**src/rtl/lbgm_pkg.sv**
```systemverilog
// Package for the LED bar graph meter: request and result types, color codes,
// controller states and the command and status groups between the modules.
// No dependencies.
`timescale 1ns / 1ps

package lbgm_pkg;

  localparam int IDX_W  = 5;
  localparam int CNT_W  = 6;
  localparam int FILL_W = 16;
  localparam int DIV_W  = 14;
  localparam int DIV_CNT_W = $clog2(DIV_W + 1);

  localparam logic [FILL_W-1:0] FILL_UNIT = 16'd250;
  localparam logic [6:0] PERCENT_SCALE = 7'd100;
  localparam logic [7:0] SPEED_SCALE_RESET = 8'd100;
  localparam logic [7:0] FULL_BRIGHT_RESET = 8'd250;
  localparam logic [7:0] THIRD_RECIP = 8'd171;

  typedef enum logic [2:0] {
    COL_BLUE    = 3'd0,
    COL_RED     = 3'd1,
    COL_GREEN   = 3'd2,
    COL_YELLOW  = 3'd3,
    COL_MAGENTA = 3'd4,
    COL_WHITE   = 3'd5,
    COL_CYAN    = 3'd6,
    COL_DEFAULT = 3'd7
  } lbgm_color_t;

  typedef enum logic {
    CFG_SPEED_SCALE = 1'b0,
    CFG_FULL_BRIGHT = 1'b1
  } lbgm_cfg_t;

  typedef enum logic [2:0] {
    S_IDLE,
    S_START,
    S_DIV,
    S_FILL,
    S_FIRST,
    S_SEND
  } lbgm_state_t;

  typedef struct packed {
    logic              func;
    logic [2:0]        color;
    logic [7:0]        percent;
    logic signed [7:0] speed;
    logic [4:0]        start_led;
    logic [4:0]        finish_led;
  } lbgm_in_t;

  typedef struct packed {
    logic [4:0] led_index;
    logic [7:0] red;
    logic [7:0] green;
    logic [7:0] blue;
    logic       last;
  } lbgm_out_t;

  typedef struct packed {
    logic load;
    logic div_start;
    logic calc_fill;
    logic load_led;
  } lbgm_cmd_t;

  typedef struct packed {
    logic speed_mode;
    logic div_done;
    logic last;
  } lbgm_status_t;

endpackage

```
**src/rtl/lbgm_div.sv**
```systemverilog
// Restoring divider, one quotient bit per cycle, for the speed percent.
// Depends on lbgm_pkg.
`timescale 1ns / 1ps

module lbgm_div import lbgm_pkg::*; (
  input  logic             clk,
  input  logic             rst,
  input  logic             start,
  input  logic [DIV_W-1:0] dividend,
  input  logic [7:0]       divisor,
  output logic [DIV_W-1:0] quotient,
  output logic             done
);

  logic                 busy;
  logic [DIV_CNT_W-1:0] cnt;
  logic [7:0]           rem;
  logic [7:0]           dsr;
  logic [DIV_W-1:0]     quo;
  logic [8:0]           trial;
  logic                 fits;

  assign trial = {rem, quo[DIV_W-1]};
  assign fits  = trial >= {1'b0, dsr};

  always_ff @(posedge clk) begin
    if (rst) begin
      busy <= 1'b0;
      cnt  <= '0;
      done <= 1'b0;
    end else if (start) begin
      busy <= 1'b1;
      cnt  <= DIV_CNT_W'(DIV_W);
      done <= 1'b0;
    end else if (busy) begin
      cnt  <= cnt - 1'b1;
      busy <= cnt != DIV_CNT_W'(1);
      done <= cnt == DIV_CNT_W'(1);
    end else begin
      done <= 1'b0;
    end
  end

  always_ff @(posedge clk) begin
    if (start) begin
      rem <= '0;
      dsr <= divisor;
      quo <= dividend;
    end else if (busy) begin
      rem <= fits ? 8'(trial - {1'b0, dsr}) : trial[7:0];
      quo <= {quo[DIV_W-2:0], fits};
    end
  end

  assign quotient = quo;

  a_done_idle: assert property (@(posedge clk) disable iff (rst) done |-> !busy)
    else $error("divider reports done while still busy");
  a_start_busy: assert property (@(posedge clk) disable iff (rst) start |=> busy && !done)
    else $error("divider did not start");

endmodule

```
**src/rtl/lbgm_dp.sv**
```systemverilog
// Datapath of the LED bar graph meter: configuration registers, request
// registers, fill computation, LED walk and color mapping. Uses lbgm_div and lbgm_pkg.
`timescale 1ns / 1ps

module lbgm_dp import lbgm_pkg::*; #(
  parameter int LED_COUNT = 24
) (
  input  logic         clk,
  input  logic         rst,
  input  lbgm_in_t     in_data,
  input  logic         cfg_we,
  input  logic         cfg_index,
  input  logic [7:0]   cfg_data,
  input  lbgm_cmd_t    cmd,
  output lbgm_status_t status,
  output lbgm_out_t    out_data
);

  localparam int LastLed = LED_COUNT - 1;

  logic [7:0] speed_scale;
  logic [7:0] full_bright;

  logic [IDX_W-1:0]  start_sat;
  logic [IDX_W-1:0]  finish_sat;
  logic              up_in;
  logic [IDX_W-1:0]  span;
  logic [8:0]        mag_in;
  lbgm_color_t       color_in;

  logic              speed_mode;
  lbgm_color_t       color;
  logic [7:0]        percent;
  logic [8:0]        mag;
  logic              up;
  logic [IDX_W-1:0]  idx;
  logic [CNT_W-1:0]  n;
  logic [CNT_W-1:0]  rem;
  logic [FILL_W-1:0] fill;

  logic [DIV_W-1:0]  quotient;
  logic [DIV_W-1:0]  dividend;
  logic              div_done;
  logic [7:0]        pct_eff;
  logic [13:0]       prod;
  logic [16:0]       times5;

  logic              full;
  logic [7:0]        bright;
  logic [7:0]        half;
  logic [15:0]       third_prod;
  logic [7:0]        third;
  lbgm_out_t         led_next;

  always_ff @(posedge clk) begin
    if (rst) begin
      speed_scale <= SPEED_SCALE_RESET;
      full_bright <= FULL_BRIGHT_RESET;
    end else if (cfg_we) begin
      unique case (lbgm_cfg_t'(cfg_index))
        CFG_SPEED_SCALE: speed_scale <= cfg_data;
        CFG_FULL_BRIGHT: full_bright <= cfg_data;
        default:         speed_scale <= speed_scale;
      endcase
    end
  end

  always_comb begin
    start_sat  = (int'(in_data.start_led) > LastLed) ? IDX_W'(LastLed) : in_data.start_led;
    finish_sat = (int'(in_data.finish_led) > LastLed) ? IDX_W'(LastLed) : in_data.finish_led;
    up_in      = finish_sat > start_sat;
    span       = up_in ? (finish_sat - start_sat) : (start_sat - finish_sat);
    if (in_data.speed == 8'sd0) begin
      color_in = COL_WHITE;
      mag_in   = '0;
    end else if (in_data.speed[7]) begin
      color_in = COL_BLUE;
      mag_in   = 9'd256 - {1'b0, in_data.speed};
    end else begin
      color_in = COL_GREEN;
      mag_in   = {1'b0, in_data.speed};
    end
    if (!in_data.func) begin
      color_in = lbgm_color_t'(in_data.color);
    end
  end

  always_ff @(posedge clk) begin
    if (cmd.load) begin
      speed_mode <= in_data.func;
      color      <= color_in;
      percent    <= in_data.percent;
      mag        <= mag_in;
      up         <= up_in;
      idx        <= start_sat;
      n          <= {1'b0, span} + CNT_W'(1);
    end else if (cmd.load_led) begin
      idx <= up ? idx + 1'b1 : idx - 1'b1;
    end
  end

  assign dividend = DIV_W'(mag) * DIV_W'(PERCENT_SCALE);

  lbgm_div u_div (
    .clk      (clk),
    .rst      (rst),
    .start    (cmd.div_start),
    .dividend (dividend),
    .divisor  (speed_scale),
    .quotient (quotient),
    .done     (div_done)
  );

  always_comb begin
    if (!speed_mode) begin
      pct_eff = percent;
    end else if (speed_scale == 8'd0) begin
      pct_eff = '0;
    end else if (|quotient[DIV_W-1:8]) begin
      pct_eff = 8'hFF;
    end else begin
      pct_eff = quotient[7:0];
    end
    prod   = 14'(n) * 14'(pct_eff);
    times5 = {1'b0, prod, 2'b00} + {3'b000, prod};
  end

  always_comb begin
    full       = fill > FILL_UNIT;
    bright     = full ? full_bright : fill[7:0];
    half       = {1'b0, bright[7:1]};
    third_prod = 16'(bright) * 16'(THIRD_RECIP);
    third      = {1'b0, third_prod[15:9]};
    led_next.led_index = idx;
    led_next.last      = rem == CNT_W'(1);
    led_next.red       = '0;
    led_next.green     = '0;
    led_next.blue      = '0;
    unique case (color)
      COL_BLUE:    led_next.blue  = bright;
      COL_RED:     led_next.red   = bright;
      COL_GREEN:   led_next.green = bright;
      COL_YELLOW: begin
        led_next.red   = half;
        led_next.green = half;
      end
      COL_MAGENTA: begin
        led_next.red  = half;
        led_next.blue = half;
      end
      COL_CYAN: begin
        led_next.green = half;
        led_next.blue  = half;
      end
      default: begin
        led_next.red   = third;
        led_next.green = third;
        led_next.blue  = third;
      end
    endcase
  end

  always_ff @(posedge clk) begin
    if (cmd.calc_fill) begin
      fill <= times5[16:1];
      rem  <= n;
    end else if (cmd.load_led) begin
      fill     <= full ? fill - FILL_UNIT : '0;
      rem      <= rem - 1'b1;
      out_data <= led_next;
    end
  end

  assign status.speed_mode = speed_mode;
  assign status.div_done   = div_done;
  assign status.last       = out_data.last;

  a_walk_in_range: assert property (@(posedge clk) disable iff (rst)
    cmd.load_led |-> rem != '0)
    else $error("LED walk stepped past the end of the run");

endmodule

```
**src/rtl/lbgm_ctrl.sv**
```systemverilog
// Controller state machine of the LED bar graph meter: sequences request
// load, speed division, fill computation and the per-LED result walk. Uses lbgm_pkg.
`timescale 1ns / 1ps

module lbgm_ctrl import lbgm_pkg::*; (
  input  logic         clk,
  input  logic         rst,
  input  logic         in_valid,
  output logic         in_ready,
  output logic         out_valid,
  input  logic         out_ready,
  input  lbgm_status_t status,
  output lbgm_cmd_t    cmd
);

  lbgm_state_t state;
  lbgm_state_t state_next;

  always_ff @(posedge clk) begin
    if (rst) begin
      state <= S_IDLE;
    end else begin
      state <= state_next;
    end
  end

  always_comb begin
    state_next = state;
    unique case (state)
      S_IDLE:  if (in_valid) state_next = S_START;
      S_START: state_next = status.speed_mode ? S_DIV : S_FILL;
      S_DIV:   if (status.div_done) state_next = S_FILL;
      S_FILL:  state_next = S_FIRST;
      S_FIRST: state_next = S_SEND;
      S_SEND:  if (out_ready && status.last) state_next = S_IDLE;
      default: state_next = S_IDLE;
    endcase
  end

  always_comb begin
    in_ready      = 1'b0;
    out_valid     = 1'b0;
    cmd           = '0;
    unique case (state)
      S_IDLE: begin
        in_ready = 1'b1;
        cmd.load = in_valid;
      end
      S_START: cmd.div_start = status.speed_mode;
      S_DIV:   cmd = '0;
      S_FILL:  cmd.calc_fill = 1'b1;
      S_FIRST: cmd.load_led = 1'b1;
      S_SEND: begin
        out_valid    = 1'b1;
        cmd.load_led = out_ready && !status.last;
      end
      default: cmd = '0;
    endcase
  end

  a_one_request: assert property (@(posedge clk) disable iff (rst)
    in_valid && in_ready |=> !in_ready && !out_valid)
    else $error("second request taken while one is in progress");
  a_first_led: assert property (@(posedge clk) disable iff (rst)
    $rose(out_valid) |-> $past(state) == S_FIRST)
    else $error("result shown before the first LED was loaded");

endmodule

```
**src/rtl/led_bar_graph_meter_unit.sv**
```systemverilog
// LED bar graph meter: one request lights a run of N LEDs, one RGB result per LED.
// Level mode: after the request is taken the controller passes S_START, S_FILL and S_FIRST
// before out_valid rises; speed mode adds S_DIV for the 14-step serial divider. Then one
// result per cycle while out_ready is high.
// One request at a time; the serial LED walk and the divider set the rate.
// Synchronous reset sets speed_scale to 100, full_bright to 250, and the controller idle.
`timescale 1ns / 1ps

module led_bar_graph_meter_unit import lbgm_pkg::*; #(
  parameter int LED_COUNT = 24
) (
  input  logic       clk,
  input  logic       rst,
  input  logic       in_valid,
  output logic       in_ready,
  input  lbgm_in_t   in_data,
  output logic       out_valid,
  input  logic       out_ready,
  output lbgm_out_t  out_data,
  input  logic       cfg_we,
  input  logic       cfg_index,
  input  logic [7:0] cfg_data
);

  lbgm_cmd_t    cmd;
  lbgm_status_t status;

  lbgm_ctrl u_ctrl (
    .clk       (clk),
    .rst       (rst),
    .in_valid  (in_valid),
    .in_ready  (in_ready),
    .out_valid (out_valid),
    .out_ready (out_ready),
    .status    (status),
    .cmd       (cmd)
  );

  lbgm_dp #(
    .LED_COUNT (LED_COUNT)
  ) u_dp (
    .clk       (clk),
    .rst       (rst),
    .in_data   (in_data),
    .cfg_we    (cfg_we),
    .cfg_index (cfg_index),
    .cfg_data  (cfg_data),
    .cmd       (cmd),
    .status    (status),
    .out_data  (out_data)
  );

endmodule

```
**config.mk**
```make
export PLATFORM = sky130hd
export DESIGN_NAME = led_bar_graph_meter_unit
export DESIGN_NICKNAME = d
export VERILOG_FILES = /design/src/rtl/lbgm_pkg.sv /design/src/rtl/lbgm_div.sv /design/src/rtl/lbgm_dp.sv /design/src/rtl/lbgm_ctrl.sv /design/src/rtl/led_bar_graph_meter_unit.sv
export SDC_FILE = /design/constraint.sdc
export NUM_CORES = 1
export LEC_CHECK = 0
export BUFFER_PORTS_ARGS = -buffer_cell sky130_fd_sc_hd__buf_2
export CAP_MARGIN = 25
export CORE_MARGIN = 5
export CORE_UTILIZATION = 60
export CTS_CLUSTER_SIZE = 16
export DETAILED_ROUTE_END_ITERATION = 10
export GPL_TIMING_DRIVEN = 0
export PLACE_DENSITY = 0.79
export REMOVE_ABC_BUFFERS = 1
export SLEW_MARGIN = 20
export SYNTH_ARGS = -nofsm -noshare
export SYNTH_HDL_FRONTEND = slang
export SYNTH_HIERARCHICAL = 1
export SYNTH_SLANG_ARGS = --single-unit
```
**constraint.sdc**
```tcl
create_clock -name clk -period 10 [get_ports clk]
set_input_delay 0.5 -clock clk [delete_from_list [all_inputs] [get_ports clk]]
set_output_delay 0.5 -clock clk [all_outputs]
set_load 0.005 [all_outputs]
```
==> results of run 1 <==
## worst min path at each step
stage / startpoint / endpoint
CTS: in_data[23] / u_dp/percent[5]
global route: in_data[23] / u_dp/percent[5]
detailed placement: u_dp/speed_scale[3] / u_dp/u_div/dsr[3]
global placement: u_dp/speed_scale[3] / u_dp/u_div/dsr[3]
floorplan: u_dp/speed_scale[2] / u_dp/u_div/dsr[2]
finish: in_data[18] / u_dp/percent[0]
## cells in the mapped netlist (7+ instances only)
library cell,count
o22ai_1,14
nand2_1,103
nor2_1,73
mux2i_1,19
nand2b_1,14
o31ai_1,7
nor3_1,17
xor2_1,21
a21o_1,11
or3_1,11
nand3b_1,7
mux2_2,16
edfxtp_1,107
o21ai_0,64
o31a_1,7
a211o_1,7
inv_1,152
o211ai_1,8
nand3_1,17
clkbuf_1,23
ha_1,127
xnor2_1,46
fa_1,46
a21oi_1,41
nor2b_1,14
and3_1,10
dfxtp_1,33
and2_1,42
## through the flow
step	setup slack [ns]	utilization [%]	hold slack [ns]	area, um^2	cells
finish	3.02	67.1	0.244	12600	1489
global route	2.56	67.1	0.229	12600	1489
CTS	2.98	67.0	0.230	12600	1487
detailed placement	3.04	64.0	0.438	12000	1455
global placement	3.05	63.5	0.432	11900	1451
floorplan	3.87	-	0.421	11200	1142
## kinds of logic after synthesis
logic type / count (synthesis)
and+or+nand+nor: 351
AOI/OAI and AO/OA: 219
buffers and inverters: 191
adders and majority gates: 173
DFF: 140
xor gates and xnor gates: 67
muxes: 37
other: 1
## critical path, cell delays in order, from the launching register on
cell and delay, ns:
dfxtp_1 0.31, or4_1 0.54, o21ai_1 0.57, o22ai_1 0.33
and2_1 0.28, fa_1 0.55, inv_1 0.06, fa_1 0.46
fa_1 0.55, inv_1 0.04, ha_1 0.33, a21o_1 0.21
a211oi_1 0.35, nor2_1 0.08, nor2_1 0.12, xnor2_1 0.10
ha_1 0.26, or3_1 0.34, o21ai_0 0.08, a21oi_1 0.09
a311o_1 0.44, or3_1 0.32, a31oi_1 0.19, o22ai_1 0.08
## area by class of cell
type	count	area (um^2)
clock inverter	10	73.8
sequential	140	3870
inverter	152	571
multi-input combinational	850	6830
timing repair buffer	81	475
clock buffer	22	488
fill	1431	6170
tap	234	293
## state kept, by name, summed over array words and instances (netlist names), 5 cells and up
name	count
u_dp/out_data	30
u_dp/rem	6
u_dp/n	6
u_dp/idx	5
u_dp/percent	8
u_dp/u_div/dsr	8
u_dp/fill	16
u_dp/u_div/quotient	14
u_dp/speed_scale	8
u_dp/full_bright	8
u_dp/u_div/rem	8
u_dp/mag	9
## metal layers
layer	share of wire (%)	global-route usage, %	up-vias	routed length (um)
li1	-	-	4220	-
met1	44	28.5	4037	10200
met2	49	37.1	204	11200
met3	4.9	3.72	29	1130
met4	1.7	6.70	0	391
met5	0	0	-	0
==> flow_metrics.env, run 1 <==
export IMPL_worstPathMaxFanout=8
export IMPL_cts_tree="done"
export IMPL_antenna_cells=0
export IMPL_synth_largest_area_cell="edfxtp_1"
export IMPL_wl_mm=22.9
export IMPL_synthAdderAreaFrac_pct=21.9
export IMPL_period_needed_ns=6.98
export IMPL_antenna_found_initial=0
export IMPL_synthMuxAreaShare_pct=3.49
export IMPL_max_freq_mhz=143
export IMPL_fin_worst_skew_ns=0.0174
export IMPL_clock_path_buffers=2
export IMPL_worst_skew_pair_late_latency_ns=0.43
export IMPL_start_util_pct=61.1
export IMPL_post_cts_resized=0
export IMPL_synth_ff_type="edfxtp_1"
export IMPL_final_cell_mix="inv_1 (152), ha_1 (127), edfxtp_1 (107)"
export IMPL_critPathKind="flip-flop to flip-flop"
export IMPL_setup_tns_ns=0
export IMPL_layout_nets=1459
export IMPL_portBuffers=75
export IMPL_hold_viol_final=0
export IMPL_rrSetupSlack_ns=3.02
export IMPL_gp_congestion=0.836
export IMPL_synth_area_um2=11500
export IMPL_path_clk_slew_ns=0.06
export IMPL_ys_ff_latch=140
export IMPL_cp_arrival_ns=7.14
export IMPL_worst_slew_pin_slew_ns=0.980
export IMPL_core_area_um2=18800
export IMPL_die_x_um=148
export IMPL_rr_startpoint="u_dp/speed_scale[3]"
export IMPL_drt_first_iter_violations=478
export IMPL_drtPass1Iterations=5
export IMPL_avgSynthCellArea_um2=9.73
export IMPL_drive_gt1_share_pct=13.6
export IMPL_cts_setup_buffers=0
export IMPL_maxCapViolations=0
export IMPL_avgRoutedWirePerCell_um=15.4
export IMPL_dp_hpwl_mm=17.4
export IMPL_outcome="completed"
export IMPL_pin_count=76
export IMPL_numCtsBuffers=17
export IMPL_grt_pass1_wl_mm=39.3
export IMPL_hold_class="primary input to flip-flop"
export IMPL_die_y_um=148
export IMPL_syn_to_final_growth_pct=9.84
export IMPL_rsz0062_at_grt="no"
export IMPL_vias=8490
export IMPL_htreeDepth=4
export IMPL_whs_path_depth=1
export IMPL_maxSlewViolCount=0
export IMPL_grt_ovfl_total=0
export IMPL_reg2reg_to="u_dp/fill[13]"
export IMPL_rows=50
export IMPL_worstRegToRegCells=23
export IMPL_cts_root_buf="clkbuf_16"
export IMPL_antenna_left=0
export IMPL_synth_top_family_by_area="adder cells"
export IMPL_ys_types=88
export IMPL_final_common_cell="inv_1"
export IMPL_fin_crit_sh_pct=69.8
export IMPL_synth_warnings=6
export IMPL_grt_pass1_vias=8400
export IMPL_ys_seq_area_share_pct=33.8
export IMPL_die_area_um2=22000
export IMPL_synthSimpleGateAreaFrac_pct=15.9
export IMPL_slew_headroom_pct=34.7
export IMPL_synth_compound_area_share_pct=12.8
export IMPL_async_reset_ff_share_pct=0
export IMPL_synth_edf_count=107
export IMPL_synthCells=1179
export IMPL_drt_vias_per_instance=5.70
export IMPL_endpoint="u_dp/fill[13]"
export IMPL_critPathLaunch="u_dp/speed_scale[3]"
export IMPL_hold_buffers=0
export IMPL_synth_top_area_share_pct=28.0
export IMPL_drcViolationCount=0
export IMPL_critPathRequiredTime_ns=10.15
export IMPL_setup_viol=0
export IMPL_grt_max_degree=38
export IMPL_synth_area_top_cells="edfxtp_1 (28%), ha_1 (14%), fa_1 (8.0%)"
export IMPL_critPathCaptureType="flip-flop"
export IMPL_grtUsageTotal_pct=21.7
export IMPL_clock_sinks=140
export IMPL_synth_xor_xnor_area_share_pct=5.12
export IMPL_startpoint_type="flip-flop"
Power of run 1 is left out: the tool's default activity adds up to more than one toggle a clock period on the data nets, which glitch-free logic cannot reach.
==> inputs of run 2 (changes only) <==
==> constraint.sdc (replaced) <==
create_clock -name clk -period 6.55 [get_ports clk]
set_input_delay 0.3275 -clock clk [delete_from_list [all_inputs] [get_ports clk]]
set_output_delay 0.3275 -clock clk [all_outputs]
set_load 0.005 [all_outputs]
==> flow_metrics.env, run 2 (synthesis results as in run 1) <==
export IMPL_path_cells="or4_4 -> o21ai_4 -> buf_12 -> o22ai_4 -> and2_1 -> fa_1 -> inv_1 -> fa_1 -> fa_1 -> inv_1 -> ha_1 -> a21o_1 -> a211oi_2 -> nor2_1 -> nor2_1 -> xnor2_1 -> ha_2 -> or3_1 -> o21ai_0 -> a21oi_1 -> a311o_1 -> or3_1 -> a31oi_1 -> o22ai_1"
export IMPL_die_y_um=148
export IMPL_startpoint_type="flip-flop"
export IMPL_numCtsBuffers=17
export IMPL_portBuffers=75
export IMPL_finish_utilization_pct=68.2
export IMPL_pin_count=76
export IMPL_outcome="completed"
export IMPL_antenna_left=0
export IMPL_path_common_cell="fa_1"
export IMPL_design_area_um2=12800
export IMPL_antenna_found_initial=0
export IMPL_clock_sinks=140
export IMPL_grt_pass1_vias=8395
export IMPL_final_cell_mix="inv_1 (152), ha_1 (125), edfxtp_1 (107)"
export IMPL_place_ws_ns=-0.413
export IMPL_period_needed_ns=6.22
export IMPL_core_area_um2=18800
export IMPL_die_area_um2=22000
export IMPL_min_delay_start="in_data[24]"
export IMPL_rr_startpoint="u_dp/speed_scale[3]"
export IMPL_drt_vias_per_instance=5.71
export IMPL_busiest_layer="met2"
export IMPL_die_x_um=148
export IMPL_fillers=1388
export IMPL_hold_class="primary input to flip-flop"
export IMPL_grt_pass1_wl_mm=39.4
export IMPL_gp_congestion=0.836
export IMPL_hold_viol_final=0
export IMPL_fin_worst_skew_ns=0.0149
export IMPL_max_freq_mhz=161
export IMPL_drive_gt1_share_pct=15.6
export IMPL_maxSlewViolCount=0
export IMPL_critPathKind="flip-flop to flip-flop"
export IMPL_worst_slew_pin_slew_ns=0.998
export IMPL_fin_crit_sh_pct=94.9
export IMPL_critPathRequiredTime_ns=6.70
export IMPL_worst_path_max_delay_cell="or4_4"
export IMPL_grt_ovfl_total=0
export IMPL_rows=50
export IMPL_syn_to_final_growth_pct=11.6
export IMPL_worstPathMaxFanout=7
export IMPL_path_clk_slew_ns=0.06
export IMPL_clock_path_buffers=2
export IMPL_start_util_pct=61.1
export IMPL_cts_root_buf="clkbuf_16"
export IMPL_final_common_cell="inv_1"
export IMPL_maxCapViolations=0
export IMPL_cts_tree="done"
export IMPL_cpPeakStageDelay_ns=0.56
export IMPL_reg2reg_to="u_dp/fill[13]"
export IMPL_drcViolationCount=0
export IMPL_hold_buffers=0
export IMPL_worstRegToRegCells=24
export IMPL_drtPass1Iterations=5
export IMPL_rrSetupSlack_ns=0.33
export IMPL_top_register="u_dp/out_data"
export IMPL_worst_skew_pair_late_latency_ns=0.43
export IMPL_grt_util_met2_pct=37.2
export IMPL_multi_input_area_um2=6930
export IMPL_layout_nets=1469
export IMPL_cp_arrival_ns=6.37
export IMPL_largest_reg_flops=30
export IMPL_rsz0062_at_grt="yes"
export IMPL_antenna_cells=0
export IMPL_whs_path_depth=1
export IMPL_use_met3_pct=3.72
export IMPL_layout_setup_ws_ns=0.334
export IMPL_avgRoutedWirePerCell_um=15.7
export IMPL_dp_hpwl_mm=17.4
export IMPL_htreeDepth=4
export IMPL_grt_max_degree=38
export IMPL_hold_path_endpoint="u_dp/percent[6]"
export IMPL_dpl_cell_area_um2=12000
export IMPL_setup_viol=0
export IMPL_met1_usage_pct=28.6
export IMPL_grtUsageTotal_pct=21.8
export IMPL_slew_headroom_pct=33.5
export IMPL_vias=8558
export IMPL_drt_first_iter_violations=511
export IMPL_wl_mm=23.5
export IMPL_critPathCaptureType="flip-flop"
export IMPL_regArea_um2=3870
run 2: cell count changes in the layout (fill, tap and decap cells not counted), moves of 2 or more:
cell,delta
buf_12,+2
ha_1,-2
buf_4,+8
o22ai_2,+4
mux2i_2,+2
o21ai_0,-2
o22ai_1,-6
o22ai_4,+2
ha_2,+2
mux2i_1,-2
run 2: cell type report:
class / instances / share of cell area [%]
multi-input combinational: 850 / 54.1
sequential: 140 / 30.2
timing repair buffer: 91 / 4.49
inverter: 152 / 4.45
clock buffer: 22 / 3.81
tap: 234 / 2.29
clock inverter: 10 / 0.576
run 2: worst max path at each step:
stage                            start                      to  slack [ns]  depth (start not counted)
2_1_floorplan      u_dp/speed_scale[3]           u_dp/fill[13]        0.42                         23
3_3_place_gp           u_dp/speed_mode  u_dp/u_div/quotient[6]       -0.40                          3
3_5_place_dp       u_dp/speed_scale[3]           u_dp/fill[13]       -0.41                         23
4_1_cts            u_dp/speed_scale[7]           u_dp/fill[13]       -0.08                         23
5_1_grt        u_dp/u_div/quotient[11]           u_dp/fill[13]       -0.09                         25
6_report           u_dp/speed_scale[3]           u_dp/fill[13]        0.33                         24
run 2: per-layer routing:
metal	up-vias	share of wire, %
met1	4056	44
met3	27	5.1
li1	4242	-
met5	-	0
met4	0	1.4
met2	233	49
run 2: critical path: cells and delay by family, from the launching register on:
| kind | cells | cell delay (ns) |
|---|---|---|
| compound gates | 9 | 1.54 |
| xor+xnor | 1 | 0.11 |
| fa+ha+maj | 5 | 2.12 |
| buf+inv | 3 | 0.26 |
| flops | 1 | 0.32 |
| simple gates | 6 | 1.60 |
run 2: stage by stage:
stage	setup TNS [ns]	cells	hold slack [ns]
2_1_floorplan	0	1142	0.397
3_5_place_dp	-1.81	1455	0.438
6_report	0	1499	0.0734
4_1_cts	-0.0792	1487	0.0580
3_3_place_gp	-6.45	1451	0.432
5_1_grt	-0.0853	1499	0.0571
run 2: timing repair:
item                                    CTS  global route
pin swaps                                 1             7
buffers inserted                          0            10
resized for setup                         4            18
endpoints found under the hold margin     0             0
endpoints found under the setup margin   13            19
Power of run 2 is left out for the same reason.
==> inputs of run 3 (changes only) <==
--- a/config.mk
+++ b/config.mk
@@ -17,5 +17,4 @@
 export SLEW_MARGIN = 20
 export SYNTH_ARGS = -nofsm -noshare
 export SYNTH_HDL_FRONTEND = slang
-export SYNTH_HIERARCHICAL = 1
 export SYNTH_SLANG_ARGS = --single-unit
==> flow_metrics.env, run 3 <==
export IMPL_outcome="completed"
export IMPL_ys_types=73
export IMPL_largest_reg_flops=30
export IMPL_final_common_cell="inv_1"
export IMPL_clock_sinks=140
export IMPL_drtPass1Iterations=5
export IMPL_grtUsageTotal_pct=22.0
export IMPL_syn_to_final_growth_pct=13.2
export IMPL_worstPathMaxFanout=7
export IMPL_dp_hpwl_mm=17.5
export IMPL_grt_pass1_wl_mm=39.2
export IMPL_antenna_found_initial=0
export IMPL_gp_congestion=0.856
export IMPL_worst_skew_pair_late_latency_ns=0.43
export IMPL_reg2reg_to="u_dp.fill[14]"
export IMPL_synth_largest_area_cell="edfxtp_1"
export IMPL_antenna_left=0
export IMPL_whs_path_depth=1
export IMPL_finish_utilization_pct=68.4
export IMPL_portBuffers=75
export IMPL_slew_headroom_pct=35.6
export IMPL_hold_path_endpoint="u_dp.percent[7]"
export IMPL_die_y_um=147
export IMPL_synthAdderAreaFrac_pct=22.4
export IMPL_start_util_pct=60.4
export IMPL_synth_edf_count=105
export IMPL_yosysMostFrequentCell="inv_1"
export IMPL_cts_root_buf="clkbuf_16"
export IMPL_drcViolationCount=0
export IMPL_worstRegToRegCells=24
export IMPL_grt_ovfl_total=0
export IMPL_ys_top_cells_by_count="inv_1 (156), ha_1 (127), edfxtp_1 (105), nand2_1 (99), o21ai_0 (83)"
export IMPL_layout_nets=1472
export IMPL_rr_startpoint="u_dp.speed_scale[0]"
export IMPL_worst_slew_pin_slew_ns=0.966
export IMPL_synth_area_top_cells="edfxtp_1 (28%), ha_1 (14%), fa_1 (8.2%)"
export IMPL_async_reset_ff_share_pct=0
export IMPL_hold_viol_final=0
export IMPL_avgRoutedWirePerCell_um=15.9
export IMPL_drive_gt1_share_pct=13.2
export IMPL_critPathKind="flip-flop to flip-flop"
export IMPL_synth_area_um2=11200
export IMPL_rsz0062_at_grt="yes"
export IMPL_synth_compound_area_share_pct=13.4
export IMPL_htreeDepth=4
export IMPL_ys_ff_latch=140
export IMPL_layout_setup_ws_ns=0.243
export IMPL_synth_top_family_by_area="adder cells"
export IMPL_numCtsBuffers=17
export IMPL_synthSimpleGateAreaFrac_pct=15.6
export IMPL_grt_max_degree=39
export IMPL_cp_arrival_ns=6.45
export IMPL_min_delay_start="in_data[25]"
export IMPL_rrSetupSlack_ns=0.24
export IMPL_period_needed_ns=6.31
export IMPL_fin_crit_sh_pct=96.3
export IMPL_drt_first_iter_violations=455
export IMPL_vias=8632
export IMPL_synthMuxAreaShare_pct=2.49
export IMPL_hold_buffers=0
export IMPL_synthCells=1185
export IMPL_max_freq_mhz=159
export IMPL_critPathRequiredTime_ns=6.69
export IMPL_final_cell_mix="inv_1 (155), ha_1 (123), edfxtp_1 (105)"
export IMPL_die_x_um=147
export IMPL_setup_viol=0
export IMPL_synth_xor_xnor_area_share_pct=5.09
export IMPL_die_area_um2=21500
export IMPL_cts_tree="done"
export IMPL_antenna_cells=0
export IMPL_synth_ff_type="edfxtp_1"
export IMPL_path_clk_slew_ns=0.06
export IMPL_avgSynthCellArea_um2=9.45
export IMPL_ys_seq_area_share_pct=34.4
export IMPL_maxCapViolations=0
export IMPL_grt_pass1_vias=8475
export IMPL_startpoint_type="flip-flop"
export IMPL_top_register="u_dp.out_data"
export IMPL_core_area_um2=18500
export IMPL_critPathCaptureType="flip-flop"
export IMPL_rows=50
export IMPL_hold_class="primary input to flip-flop"
export IMPL_clock_path_buffers=2
export IMPL_drt_vias_per_instance=5.75
export IMPL_maxSlewViolCount=0
export IMPL_wl_mm=23.8
export IMPL_synth_warnings=0
export IMPL_synth_top_area_share_pct=28.2
export IMPL_pin_count=76
export IMPL_place_ws_ns=-0.719
export IMPL_fin_worst_skew_ns=0.0106
run 3: cell count changes after synthesis, sizes merged, moves of 6 or more:
cell	previous run	this run
mux2	18	7
a21oi	44	62
nor2	74	68
o21ai	70	85
o31a	8	2
nand3	17	27
run 3: how the worst max path moves through the flow:
stage	startpoint	to	slack [ns]
after floorplan	u_dp.speed_scale[4]	u_dp.fill[14]	0.13
after global placement	u_dp.fill[10]	u_dp.out_data[7]	-0.88
after detailed placement	u_dp.speed_scale[4]	u_dp.fill[14]	-0.72
after CTS	u_dp.speed_scale[0]	u_dp.fill[14]	-0.14
after global routing	u_dp.u_div.quotient[11]	u_dp.fill[14]	-0.09
final	u_dp.speed_scale[0]	u_dp.fill[14]	0.24
run 3: layout make-up:
| class | instances | area [um^2] |
|---|---|---|
| clock inverter | 14 | 168 |
| fill | 1398 | 5850 |
| clock buffer | 18 | 429 |
| timing repair buffer | 85 | 498 |
| tap | 234 | 293 |
| sequential | 140 | 3850 |
| multi-input combinational | 853 | 6830 |
| inverter | 158 | 593 |
run 3: worst max-delay path, stage by stage (launching register included):
cell,delay [ns]
dfxtp_1,0.33
or4_4,0.56
o21ai_4,0.17
buf_12,0.16
o22ai_4,0.10
and2_4,0.18
fa_1,0.52
inv_1,0.05
fa_1,0.47
fa_1,0.50
inv_1,0.07
ha_4,0.25
a21o_1,0.17
a21oi_2,0.18
o21ai_2,0.08
o41a_1,0.46
xor2_2,0.23
ha_4,0.25
and3_1,0.16
a311o_1,0.36
a21o_1,0.19
and2_1,0.17
o21ai_1,0.16
xor2_1,0.16
o22ai_1,0.09
run 3: through the flow:
stage | cell area [um^2] | std cells | setup TNS, ns | hold WS, ns
after floorplan | 11100 | 1151 | 0 | 0.397
final | 12700 | 1502 | 0 | 0.0722
after global placement | 11700 | 1460 | -15.01 | 0.433
after CTS | 12400 | 1498 | -0.142 | 0.0644
after global routing | 12700 | 1502 | -0.0993 | 0.0651
after detailed placement | 11800 | 1463 | -2.24 | 0.439
run 3: kinds of logic after synthesis:
logic type | after synthesis
xor+xnor | 65
mux | 27
compound gates | 238
simple gates | 349
flops | 140
fa+ha+maj | 173
other cells | 1
buf+inv | 192
run 3: layer usage:
metal / vias up / GRT usage, % / share of wire, %
met5: - / 0 / 0
li1: 4246 / - / -
met1: 4127 / 28.5 / 43
met4: 0 / 6.73 / 1.8
met2: 222 / 38.1 / 50
met3: 37 / 3.48 / 4.9
run 3: timing repair:
item	CTS	global route
pin swaps	2	12
endpoints found under the setup margin	10	16
resized for setup	7	35
buffers inserted	3	3
Power of run 3 is left out for the same reason.
